$ cat config.mk
export PLATFORM = sky130hd
export DESIGN_NAME = longest_unique_byte_run
export DESIGN_NICKNAME = d
export VERILOG_FILES = /design/src/lubr_pkg.sv /design/src/lubr_seen_ram.sv /design/src/longest_unique_byte_run.sv
export SDC_FILE = /design/constraint.sdc
export NUM_CORES = 2
export LEC_CHECK = 0
export ABC_CLOCK_PERIOD_IN_PS = 11810
export BUFFER_PORTS_ARGS = -buffer_cell sky130_fd_sc_hd__buf_2
export CORE_MARGIN = 4
export CORE_UTILIZATION = 45
export CTS_BUF_LIST = sky130_fd_sc_hd__clkbuf_16
export DETAILED_ROUTE_END_ITERATION = 10
export PLACE_DENSITY = 0.65
export SLEW_MARGIN = 20
export SYNTH_ARGS = -nofsm -noshare
export SYNTH_HDL_FRONTEND = slang
export SYNTH_SLANG_ARGS = --single-unit
export TNS_END_PERCENT = 20
$ cat constraint.sdc
create_clock -name clock -period 11.81 [get_ports clock]
set_input_delay 2.9525 -clock clock [delete_from_list [all_inputs] [get_ports clock]]
set_output_delay 2.9525 -clock clock [all_outputs]
set_load 0.05 [all_outputs]
$ cat src/lubr_pkg.sv
// shared constants for the longest unique byte run block
// no dependencies; imported by longest_unique_byte_run
`timescale 1ns / 1ps

package lubr_pkg;

   localparam int BYTE_W      = 8;
   localparam int BYTE_VALUES = 256;
   localparam int LEN_W       = 17;
   localparam int REQ_TDATA_W = 8;
   localparam int RSP_TDATA_W = 24;

   localparam int MAX_LEN_DEF = 65536;
   localparam int SYMBOLS_DEF = 256;

endpackage

$ cat src/lubr_seen_ram.sv
// last-seen position table: one write port, one registered read port
// no dependencies; instantiated by longest_unique_byte_run
`timescale 1ns / 1ps

module lubr_seen_ram #(
   parameter int DEPTH  = 256,
   parameter int ADDR_W = 8,
   parameter int DATA_W = 16
) (
   input  logic              clock,
   input  logic              rd_en,
   input  logic [ADDR_W-1:0] rd_addr,
   output logic [DATA_W-1:0] rd_data,
   input  logic              wr_en,
   input  logic [ADDR_W-1:0] wr_addr,
   input  logic [DATA_W-1:0] wr_data
);

   logic [DATA_W-1:0] mem_ff [DEPTH];
   logic [DATA_W-1:0] rd_data_ff;

   always_ff @(posedge clock) begin
      if (wr_en) begin
         mem_ff[wr_addr] <= wr_data;
      end
   end

   always_ff @(posedge clock) begin
      if (rd_en) begin
         rd_data_ff <= mem_ff[rd_addr];
      end
   end

   assign rd_data = rd_data_ff;

endmodule

$ cat src/longest_unique_byte_run.sv
// Takes one byte per beat (req_tlast on the final byte of a string) and, on the
// final byte, returns the length of the longest run of distinct bytes, with an
// overflow flag when the string ran past MAX_LEN bytes (bytes beyond that are
// ignored). One byte is accepted every cycle while the input does not stall; the
// final byte is registered in stage s1 and its result in the output register.
// The rate is set by the last-seen table, a synchronous memory read in the accept
// cycle and written back when an in-range byte leaves s1, with the previous write
// forwarded. Per-symbol valid bits clear at the end of each string, so strings
// follow each other without a gap. Input stalls only while a result waits in the
// output register and another final byte is ready to complete.
// depends on lubr_pkg and lubr_seen_ram
`timescale 1ns / 1ps

module longest_unique_byte_run import lubr_pkg::*; #(
   parameter int MAX_LEN = MAX_LEN_DEF,
   parameter int SYMBOLS = SYMBOLS_DEF
) (
   input  logic                   clock,
   input  logic                   reset,
   input  logic                   req_tvalid,
   output logic                   req_tready,
   input  logic [REQ_TDATA_W-1:0] req_tdata,  // [7:0] byte_value
   input  logic                   req_tlast,  // last_byte
   output logic                   rsp_tvalid,
   input  logic                   rsp_tready,
   output logic [RSP_TDATA_W-1:0] rsp_tdata,  // [16:0] longest_length, zero fill above
   output logic                   rsp_tuser   // overflow
);

   localparam int POS_W = $clog2(MAX_LEN + 1);
   localparam int IDX_W = $clog2(MAX_LEN);
   localparam int SYM_W = $clog2(SYMBOLS);

   typedef struct packed {
      logic             valid;
      logic [SYM_W-1:0] sym;
      logic             last;
   } stage_type;

   logic [SYM_W-1:0] sym_lut [BYTE_VALUES];

   for (genvar g = 0; g < BYTE_VALUES; g++) begin : g_sym_lut
      assign sym_lut[g] = SYM_W'(g % SYMBOLS);
   end

   stage_type          s1_ff, s1_in;
   logic [SYM_W-1:0]   fwd_sym_ff;
   logic [IDX_W-1:0]   fwd_pos_ff;
   logic [POS_W-1:0]   ws_ff, ws_in;
   logic [POS_W-1:0]   best_ff, best_in;
   logic [POS_W-1:0]   pos_ff, pos_in;
   logic               too_long_ff, too_long_in;
   logic [SYMBOLS-1:0] seen_ff, seen_in;
   logic               rsp_valid_ff, rsp_valid_in;
   logic [LEN_W-1:0]   rsp_len_ff;
   logic               rsp_ovf_ff;

   logic               req_fire;
   logic               out_free;
   logic               s1_fire;
   logic               end_fire;
   logic [SYM_W-1:0]   req_sym;
   logic [IDX_W-1:0]   ram_rd_data;
   logic [IDX_W-1:0]   prev_pos;
   logic               hit;
   logic               in_range;
   logic               wr_en;
   logic [POS_W-1:0]   run_hit;
   logic [POS_W-1:0]   run_end;
   logic [POS_W-1:0]   best_end;
   logic               ovf_end;

   assign req_sym = sym_lut[req_tdata[BYTE_W-1:0]];

   lubr_seen_ram #(
      .DEPTH  (SYMBOLS),
      .ADDR_W (SYM_W),
      .DATA_W (IDX_W)
   ) u_seen_ram (
      .clock   (clock),
      .rd_en   (req_fire),
      .rd_addr (req_sym),
      .rd_data (ram_rd_data),
      .wr_en   (wr_en),
      .wr_addr (s1_ff.sym),
      .wr_data (pos_ff[IDX_W-1:0])
   );

   always_comb begin
      out_free   = !rsp_valid_ff || rsp_tready;
      s1_fire    = s1_ff.valid && (!s1_ff.last || out_free);
      end_fire   = s1_fire && s1_ff.last;
      req_tready = !s1_ff.valid || s1_fire;
      req_fire   = req_tvalid && req_tready;

      s1_in = s1_ff;
      if (req_fire) begin
         s1_in.valid = 1'b1;
         s1_in.sym   = req_sym;
         s1_in.last  = req_tlast;
      end else if (s1_fire) begin
         s1_in.valid = 1'b0;
      end

      // the read issued alongside the previous write misses it
      prev_pos = (fwd_sym_ff == s1_ff.sym) ? fwd_pos_ff : ram_rd_data;
      hit      = seen_ff[s1_ff.sym] && (POS_W'(prev_pos) >= ws_ff);
      in_range = pos_ff < POS_W'(MAX_LEN);
      run_hit  = pos_ff - ws_ff;

      ws_in       = ws_ff;
      best_in     = best_ff;
      pos_in      = pos_ff;
      too_long_in = too_long_ff;
      seen_in     = seen_ff;
      wr_en       = 1'b0;
      if (s1_fire) begin
         if (in_range) begin
            if (hit) begin
               if (run_hit > best_ff) begin
                  best_in = run_hit;
               end
               ws_in = POS_W'(prev_pos) + POS_W'(1);
            end
            seen_in[s1_ff.sym] = 1'b1;
            pos_in             = pos_ff + POS_W'(1);
            wr_en              = 1'b1;
         end else begin
            too_long_in = 1'b1;
         end
      end

      run_end  = pos_in - ws_in;
      best_end = (run_end > best_in) ? run_end : best_in;
      ovf_end  = too_long_in;

      if (end_fire) begin
         ws_in       = '0;
         best_in     = '0;
         pos_in      = '0;
         too_long_in = 1'b0;
         seen_in     = '0;
      end

      rsp_valid_in = rsp_valid_ff;
      if (end_fire) begin
         rsp_valid_in = 1'b1;
      end else if (rsp_tready) begin
         rsp_valid_in = 1'b0;
      end
   end

   always_ff @(posedge clock) begin
      if (reset) begin
         s1_ff        <= '0;
         ws_ff        <= '0;
         best_ff      <= '0;
         pos_ff       <= '0;
         too_long_ff  <= 1'b0;
         seen_ff      <= '0;
         rsp_valid_ff <= 1'b0;
      end else begin
         s1_ff        <= s1_in;
         ws_ff        <= ws_in;
         best_ff      <= best_in;
         pos_ff       <= pos_in;
         too_long_ff  <= too_long_in;
         seen_ff      <= seen_in;
         rsp_valid_ff <= rsp_valid_in;
      end
   end

   always_ff @(posedge clock) begin
      if (wr_en) begin
         fwd_sym_ff <= s1_ff.sym;
         fwd_pos_ff <= pos_ff[IDX_W-1:0];
      end
      if (end_fire) begin
         rsp_len_ff <= LEN_W'(best_end);
         rsp_ovf_ff <= ovf_end;
      end
   end

   assign rsp_tvalid = rsp_valid_ff;
   assign rsp_tdata  = RSP_TDATA_W'(rsp_len_ff);
   assign rsp_tuser  = rsp_ovf_ff;

   a_ws_le_pos: assert property (@(posedge clock) disable iff (reset)
      ws_ff <= pos_ff)
      else $error("window start beyond byte position");

   a_ovf_at_max: assert property (@(posedge clock) disable iff (reset)
      too_long_ff |-> (pos_ff == POS_W'(MAX_LEN)))
      else $error("overflow flag set below maximum length");

   a_end_clears: assert property (@(posedge clock) disable iff (reset)
      end_fire |=> (pos_ff == '0) && (seen_ff == '0) && rsp_tvalid)
      else $error("string state not cleared after final byte");

   a_len_bound: assert property (@(posedge clock) disable iff (reset)
      rsp_tvalid |-> (POS_W'(rsp_tdata[LEN_W-1:0]) <= POS_W'(MAX_LEN)))
      else $error("result length beyond maximum");

endmodule

======== Yosys cells after proc, flatten, opt, wreduce, memory -nomap -nowiden ========
Memories as Yosys holds them, arrays and structs flattened. A register that Yosys moved wholly into a read port is not among the register bits.
Index checks and enable logic that the tools add are counted.
operators by class
  add/sub/neg operators ................... 4
  magnitude comparators ................... 7
  equal/unequal tests ..................... 1
  multiplexer cells ....................... 27
  bitwise gates (word level) .............. 2
  reductions and logical operators ........ 15
operators by type and width
  cell                   count
  $or 256x256->256       1
  $mux 17                10
  $gt 17x17->1           2
  $sub 17x17->17         2
  $add 16x1->17 const B  1
  $add 17x1->17 const B  1
  $ge 16x17->1           1
  $lt 17x17->1 const B   1
  $mux 16                1
  $mux 8                 2
  $mux 1                 12
  $ge 9x9->1 const B     1
  $lt 8x9->1 const B     1
  $not 8->9              1
  $bmux 1 s8             1
  $demux 1 s8            1
  $eq 8x8->1             1
  $ge 8x1->1 const B     1
  $logic_and 1x1->1      5
  $reduce_bool 2->1      2
  $logic_not 1->1        3
  $logic_or 1x1->1       3
  $reduce_and 2->1       1
  $reduce_or 2->1        1
word-level totals
  bits in registers ....................... 361
  bits in writable memories ............... 4096
  bits in read-only memories .............. 2048
  input port bits ......................... 13
  output and inout port bits .............. 27
  memories kept ........................... 2
memory list
  memory             depth  bits a word  rd ports  clocked after memory_dff  wr ports  line                           source
  u_seen_ram.mem_ff  256    16           1         1                         1         lubr_seen_ram.sv:19            logic [DATA_W-1:0] mem_ff [DEPTH];
  (no name shown)    256    8            1         0                         0         longest_unique_byte_run.sv:73  assign req_sym = sym_lut[req_tdata[BYTE_W-1:0]];

======== Logic depth before layout (Yosys ltp) ========
  depth in word-level cells ............... 10
  mapped depth ............................ 39

======== Hierarchy ========
A second synthesis with hierarchy kept.
second synthesis, totals
  cells, all modules ...................... 9262
  area, all modules ....................... 176441.7 µm²
modules (own cells, without submodules)
  module                   times used  cells an instance  area an instance (µm²)  seq. area each (µm²)
  lubr_seen_ram            1           7360               158874.9                123478.4
  longest_unique_byte_run  1           1902               17566.8                 7647.3

======== Worst setup path after synthesis ========
OpenSTA, ideal clock, no wires.
  kind .................................... flip-flop to flip-flop
  from .................................... register pos_ff[2]
  to ...................................... register rsp_len_ff[0], data pin
  library setup time ...................... 0.279 ns
  arrival time ............................ 8.730 ns
  path slack .............................. 2.802 ns
  cell stages (with the launch flop) ...... 29
  path buffers ............................ 3
  cells stage by stage .................... dfxtp_1 > ha_1 > a211oi_1 > o21bai_1 > a211oi_1 > o21ai_0 > a311oi_1 > a21oi_1 > xnor2_1 > ha_1 > nand4_1 > nor2_1 > nand2_1 > a31oi_1 > nor2_1 > and3b_1 > buf_4 > buf_12 > mux2i_2 > ha_1 > nor2b_1 > o21a_1 > o21a_1 > o21ai_0 > nand3_1 > a21oi_1 > a31oi_1 > clkbuf_1 > mux2i_1
between the ends
  longest elaborated chain between the ends .. 8
  elaborated cells on any way between the ends .. 15
  classes of those cells .................. add/sub (3); order compare (3); mux (9)
ends and longest elaborated chain
  what                    line                            source
  from (decl)             longest_unique_byte_run.sv:51   logic [POS_W-1:0] pos_ff, pos_in;
  from (signal assigned)  longest_unique_byte_run.sv:166  pos_ff <= pos_in;
  $sub 17x17->17          longest_unique_byte_run.sv:109  run_hit = pos_ff - ws_ff;
  $gt 17x17->1            longest_unique_byte_run.sv:120  if (run_hit > best_ff) begin
  $mux 17                 longest_unique_byte_run.sv:120
  $mux 17                 longest_unique_byte_run.sv:119  if (hit) begin
  $mux 17                 longest_unique_byte_run.sv:118  if (in_range) begin
  $mux 17                 longest_unique_byte_run.sv:117  if (s1_fire) begin
  $gt 17x17->1            longest_unique_byte_run.sv:134  best_end = (run_end > best_in) ? run_end : best_in;
  $mux 17 (*)             longest_unique_byte_run.sv:134
  net best_end[0]         longest_unique_byte_run.sv:70   logic [POS_W-1:0] best_end;
  to (signal assigned)    longest_unique_byte_run.sv:179  rsp_len_ff <= LEN_W'(best_end);
  to (decl)               longest_unique_byte_run.sv:55   logic [LEN_W-1:0] rsp_len_ff;
Mark *: on every way through the listed nets, which the timed path passes. The rest lies on a longest branch.
A chain may end at the register's enable or synchronous reset.

======== Worst setup path in the final report ========
  from .................................... register s1_ff[1] in the netlist's numbering
  to ...................................... register rsp_len_ff[10], data pin
between the ends
  longest elaborated chain between the ends .. 10
  elaborated cells on any way between the ends .. 16
  classes of those cells .................. add/sub (2); order compare (2); eq/ne (1); mux (10); reduce/logical (1)
ends and longest elaborated chain
  what                    line                            source
  from (decl)             longest_unique_byte_run.sv:46   stage_type s1_ff, s1_in;
  from (signal assigned)  longest_unique_byte_run.sv:163  s1_ff <= s1_in;
  $eq 8x8->1              longest_unique_byte_run.sv:106  prev_pos = (fwd_sym_ff == s1_ff.sym) ? fwd_pos_ff : ram_rd_data;
  $mux 16                 longest_unique_byte_run.sv:106
  $ge 16x17->1            longest_unique_byte_run.sv:107  hit = seen_ff[s1_ff.sym] && (POS_W'(prev_pos) >= ws_ff);
  $logic_and 1x1->1       longest_unique_byte_run.sv:107
  $mux 17                 longest_unique_byte_run.sv:119
  $mux 17                 longest_unique_byte_run.sv:118
  $mux 17                 longest_unique_byte_run.sv:117
  $sub 17x17->17          longest_unique_byte_run.sv:133  run_end = pos_in - ws_in;
  $gt 17x17->1            longest_unique_byte_run.sv:134
  $mux 17 (*)             longest_unique_byte_run.sv:134
  net best_end[10]        longest_unique_byte_run.sv:70
Mark *: on every way through the listed nets, which the timed path passes. The rest lies on a longest branch. The select of a mux whose other input is x is not followed.

==> impl_results.html <==
<table>
<tr><th>Metric</th><th>Value</th></tr>
<tr><th colspan="2">Route</th></tr>
<tr><td>Remaining DRCs</td><td>0</td></tr>
<tr><td>Total number of vias</td><td>83140</td></tr>
<tr><td>Detail Route Antenna Nets</td><td>0</td></tr>
<tr><td>Drt wl/cell</td><td>between 30 and 40 um</td></tr>
<tr><td>Post-detailed-route via-to-cell ratio</td><td>approximately 6.1</td></tr>
<tr><td>Number of iterations in the first detailed-routing pass</td><td>5</td></tr>
<tr><td>Final Routed Wirelength</td><td>approximately 440000 um</td></tr>
<tr><td>Drt first-iter violations</td><td>roughly 11000</td></tr>
<tr><th colspan="2">Timing</th></tr>
<tr><td>Peak clock frequency supported by timing</td><td>approximately 0.11 GHz</td></tr>
<tr><td>Setup TNS</td><td>0 ns</td></tr>
<tr><td>Final-report setup violation count</td><td>0</td></tr>
<tr><td>Final worst-path cycle share</td><td>0.7582</td></tr>
<tr><td>Max-slew headroom at the worst pin</td><td>0.1315</td></tr>
<tr><td>Fin crit period</td><td>8.955 ns</td></tr>
<tr><td>Transition time at the pin with the least slew margin</td><td>roughly 1.3 ns</td></tr>
<tr><td>RSZ-0062 raised after global routing</td><td>no</td></tr>
<tr><td>Skew final</td><td>around 0.090 ns</td></tr>
<tr><td>Hold violation total from the final report</td><td>0</td></tr>
<tr><td>Number of pins with negative max-slew slack in the final report</td><td>0</td></tr>
<tr><th colspan="2">Min path</th></tr>
<tr><td>Hold depth</td><td>1</td></tr>
<tr><td>Type of the worst min-delay path</td><td>flop to flop</td></tr>
<tr><th colspan="2">Synth</th></tr>
<tr><td>FFs w/ async S/R, synth</td><td>0</td></tr>
<tr><td>Cell count after synthesis</td><td>between 7000 and 8000</td></tr>
<tr><td>Yosys cell types</td><td>about 70</td></tr>
<tr><td>Ranking of synthesized cells by area</td><td>sky130_fd_sc_hd__edfxtp_1, sky130_fd_sc_hd__mux4_2, sky130_fd_sc_hd__dfxtp_1</td></tr>
<tr><td>Most used flip-flop cell after synthesis</td><td>sky130_fd_sc_hd__edfxtp_1</td></tr>
<tr><td>Area fraction of the dominant cell type after synthesis</td><td>0.7201</td></tr>
<tr><td>Synthesized flop and latch total</td><td>roughly 4500</td></tr>
<tr><td>Leading cell types by count after synthesis</td><td>sky130_fd_sc_hd__edfxtp_1, sky130_fd_sc_hd__mux4_2, sky130_fd_sc_hd__nor2_1, sky130_fd_sc_hd__dfxtp_1, sky130_fd_sc_hd__clkbuf_1</td></tr>
<tr><td>Cell accounting for the most synthesized area</td><td>sky130_fd_sc_hd__edfxtp_1</td></tr>
<tr><td>Sequential element share of the synthesized area</td><td>0.7569</td></tr>
<tr><td>Post-synthesis instance area</td><td>approximately 170000 um^2</td></tr>
<tr><td>Most common cell in the netlist</td><td>sky130_fd_sc_hd__edfxtp_1</td></tr>
<tr><td>Total number of yosys warnings</td><td>0</td></tr>
<tr><td>Number of synthesized flops with an enable pin</td><td>between 4000 and 5000</td></tr>
<tr><td>Syn_area_per_cell</td><td>around 22 um^2</td></tr>
<tr><th colspan="2">Die</th></tr>
<tr><td>Core outline area</td><td>~380000 um^2</td></tr>
<tr><td>Die Area</td><td>~390000 um^2</td></tr>
<tr><td>Die span in x</td><td>around 630 um</td></tr>
<tr><td>Chip height</td><td>~630 um</td></tr>
<tr><td>Total I/O pin count</td><td>40</td></tr>
<tr><td>Effective utilization at floorplan</td><td>0.4525</td></tr>
<tr><td>Rows</td><td>around 230</td></tr>
<tr><th colspan="2">Power and ir drop</th></tr>
<tr><td>Max IR drop VDD</td><td>0.1300 mV</td></tr>
<tr><td>Leakage power total</td><td>around 0.067 uW</td></tr>
<tr><td>Pwr dens</td><td>163.5 nW/um^2</td></tr>
<tr><th colspan="2">Global routing</th></tr>
<tr><td>Total global routing track utilization</td><td>0.2193</td></tr>
<tr><td>GRT Residual Overflow</td><td>0</td></tr>
<tr><td>Number of antenna violations at the first check in global routing</td><td>33</td></tr>
<tr><td>Maximum number of pins on one net before global-route repair</td><td>226</td></tr>
<tr><td>Global-route wire length before repair</td><td>626100 um</td></tr>
<tr><td>Number of global-route vias before repair</td><td>83440</td></tr>
<tr><th colspan="2">Setup path</th></tr>
<tr><td>Startpoint Class</td><td>flop</td></tr>
<tr><td>Number of cell instances on the worst register-to-register path</td><td>30</td></tr>
<tr><td>Category of the most critical setup path</td><td>flop to flop</td></tr>
<tr><td>Longest individual stage delay on the worst path</td><td>0.77 ns</td></tr>
<tr><td>Crit-path slowest cell</td><td>sky130_fd_sc_hd__a31oi_2</td></tr>
<tr><td>Endpoint of the lowest-slack register-to-register path</td><td>rsp_len_ff[10]</td></tr>
<tr><td>Register-to-register setup slack</td><td>2.86 ns</td></tr>
<tr><td>Reg2reg start</td><td>s1_ff[1]</td></tr>
<tr><td>Data arrival time of the worst path</td><td>slightly below 10 ns</td></tr>
<tr><td>Peak fanout along the critical path</td><td>28</td></tr>
<tr><td>Launching instance or port of the critical path</td><td>s1_ff[1]</td></tr>
<tr><td>Worst setup EP type</td><td>flop</td></tr>
<tr><td>Crit path required time</td><td>roughly 13 ns</td></tr>
<tr><td>Worst Setup EP</td><td>rsp_len_ff[10]</td></tr>
<tr><th colspan="2">Clocking</th></tr>
<tr><td>Quantity of hold-fixing buffers added after cts</td><td>0</td></tr>
<tr><td>Num Clock Sinks</td><td>around 4500</td></tr>
<tr><td>Post-CTS setup repair buffer count</td><td>0</td></tr>
<tr><td>CTS-repair resized insts</td><td>0</td></tr>
<tr><td>Clock-pin transition on the worst setup and hold timing paths</td><td>~0.060 ns</td></tr>
<tr><td>Number of H-tree branching levels</td><td>5</td></tr>
<tr><td>Root Buffer</td><td>sky130_fd_sc_hd__clkbuf_16</td></tr>
<tr><td>Number of CTS-inserted buffers</td><td>438</td></tr>
<tr><td>Clock latency on the worst-skew pair</td><td>about 0.99 ns</td></tr>
<tr><td>Maximum buffer depth of the clock tree</td><td>4</td></tr>
<tr><td>CTS tree</td><td>done</td></tr>
<tr><th colspan="2">Job</th></tr>
<tr><td>Number of maximum-capacitance constraint violations</td><td>0</td></tr>
<tr><th colspan="2">Finish</th></tr>
<tr><td>Fillers</td><td>between 20000 and 30000</td></tr>
<tr><td>Area occupied by registers</td><td>131200 um^2</td></tr>
<tr><td>Final layout net count</td><td>roughly 8000</td></tr>
<tr><td>Finished layout cell area</td><td>between 150000 and 200000 um^2</td></tr>
<tr><td>Fraction of final layout cells sized beyond drive strength 1</td><td>0.3020</td></tr>
<tr><td>Layout overhead on the synthesized area</td><td>12.90%</td></tr>
<tr><td>Area occupied by multi-input gates</td><td>between 40000 and 50000 um^2</td></tr>
<tr><th colspan="2">Status</th></tr>
<tr><td>Run status</td><td>finished, final reports clean</td></tr>
<tr><th colspan="2">Placed design</th></tr>
<tr><td>Hpwl dp</td><td>250300 um</td></tr>
<tr><td>Number of buffers inserted by port buffering</td><td>32</td></tr>
<tr><td>Gpl congestion</td><td>slightly below 0.9</td></tr>
<tr><td>Standard cell area after detailed placement</td><td>181300 um^2</td></tr>
</table>
[logic make-up after synthesis]
logic type,after synthesis,share of synthesized area
AO/OA/AOI/OAI,263,0.01028
AND/OR/NAND/NOR,899,0.02147
multiplexers,1510,0.1898
other,1,0.00002165
buffers and inverters,483,0.01184
flip-flops,4473,0.7569
adder cells (fa/ha/maj),86,0.006298
XOR/XNOR,66,0.003337
[how the worst min path moves through the flow]
stage / start / end / slack, ns
detailed placement: seen_ff[20] / seen_ff[20] / 0.45
CTS: seen_ff[26] / seen_ff[26] / 0.46
floorplan: s1_ff[3] / fwd_sym_ff[2] / 0.40
global placement: seen_ff[19] / seen_ff[19] / 0.44
finish: seen_ff[18] / seen_ff[18] / 0.46
global route: seen_ff[202] / seen_ff[202] / 0.47
[worst max-delay path, delay by kind of cell, from the launching register on]
kind                       cells  cell delay (ns)
xor gates and xnor gates       3             0.48
DFF                            1             0.72
AOI/OAI and AO/OA             13             3.12
muxes                          3             1.04
buffers and inverters          2             0.37
and+or+nand+nor                5             1.73
adders and majority gates      4             1.26
[layout make-up]
class / instances / share of cell area
flip-flops and latches: 4473 / 0.6708
diodes: 14 / 0.0001791
well taps: 5038 / 0.03223
clock buffers: 444 / 0.05681
clock inverters: 370 / 0.01542
multi-input cells: 2831 / 0.2093
repair buffers: 320 / 0.01409
inverters: 64 / 0.001228
[sequential cells by signal, indices dropped and copies added, names as in the netlist]
register / count
best_ff: 17
seen_ff: 256
fwd_pos_ff: 16
too_long_ff: 1
u_seen_ram.mem_ff: 4096
rsp_tuser: 1
pos_ff: 17
rsp_tvalid: 1
fwd_sym_ff: 8
s1_ff: 10
u_seen_ram.rd_data: 16
ws_ff: 17
rsp_len_ff: 17
[report_power, final]
part	switching (uW)	leakage, uW	internal [uW]
registers	21.9	0.0462	17100
clock network	5970	0.00729	7770
logic	683	0.0136	432
[placed cells by master, fill, tap and decap left out, types with 12 or more instances in the layout]
master | synthesis | routed
sky130_fd_sc_hd__edfxtp_1 | 4154 | 4154
sky130_fd_sc_hd__mux4_2 | 1414 | 1414
sky130_fd_sc_hd__nor2_1 | 658 | 521
sky130_fd_sc_hd__clkbuf_16 | 0 | 444
sky130_fd_sc_hd__dfxtp_1 | 319 | 300
sky130_fd_sc_hd__buf_4 | 14 | 259
sky130_fd_sc_hd__inv_1 | 63 | 156
sky130_fd_sc_hd__o21a_1 | 103 | 103
sky130_fd_sc_hd__clkinv_1 | 1 | 102
sky130_fd_sc_hd__nor2_4 | 0 | 93
sky130_fd_sc_hd__nand2_1 | 91 | 90
sky130_fd_sc_hd__ha_1 | 84 | 84
sky130_fd_sc_hd__clkinv_2 | 0 | 83
sky130_fd_sc_hd__mux2i_1 | 52 | 52
sky130_fd_sc_hd__a21oi_1 | 49 | 49
sky130_fd_sc_hd__nor2_2 | 0 | 44
sky130_fd_sc_hd__bufinv_16 | 0 | 43
sky130_fd_sc_hd__xnor2_1 | 38 | 38
sky130_fd_sc_hd__mux2_2 | 34 | 34
sky130_fd_sc_hd__nand3_1 | 34 | 33
sky130_fd_sc_hd__o21ai_0 | 30 | 30
sky130_fd_sc_hd__xor2_1 | 28 | 28
sky130_fd_sc_hd__buf_2 | 70 | 26
sky130_fd_sc_hd__buf_12 | 1 | 24
sky130_fd_sc_hd__and2_1 | 23 | 23
sky130_fd_sc_hd__dfxtp_4 | 0 | 18
sky130_fd_sc_hd__a21o_1 | 17 | 17
sky130_fd_sc_hd__nor2b_1 | 18 | 16
sky130_fd_sc_hd__nor3_1 | 15 | 15
sky130_fd_sc_hd__diode_2 | 0 | 14
sky130_fd_sc_hd__nand4_1 | 14 | 14
sky130_fd_sc_hd__a22oi_1 | 14 | 14
sky130_fd_sc_hd__clkinvlp_4 | 0 | 14
sky130_fd_sc_hd__and3_1 | 12 | 12
[metal layers]
metal / routed length (um) / track usage / part of all wire / up-vias
met1: 174700 / 0.3122 / 0.40 / 44980
li1: - / - / - / 33310
met2: 209900 / 0.3470 / 0.48 / 4069
met5: 115 / 0 / 0.00026 / -
met4: 13940 / 0.06204 / 0.032 / 16
met3: 40390 / 0.04459 / 0.092 / 763
[per-stage QoR]
step                      instances  power, uW  hold WS [ns]    util  setup WS [ns]
after floorplan                7787      18270        0.4029       -          2.802
after global placement        12720      18590        0.4424  0.4735          2.127
after detailed placement      12720      18590        0.4494  0.4735          2.333
after CTS                     13540      32180        0.4642  0.5104          2.776
after global routing          13540      32960        0.4746  0.5108          2.102
final                         13550      31980        0.4615  0.5109          2.855
Note: power is estimated with default switching activity, not from simulation.
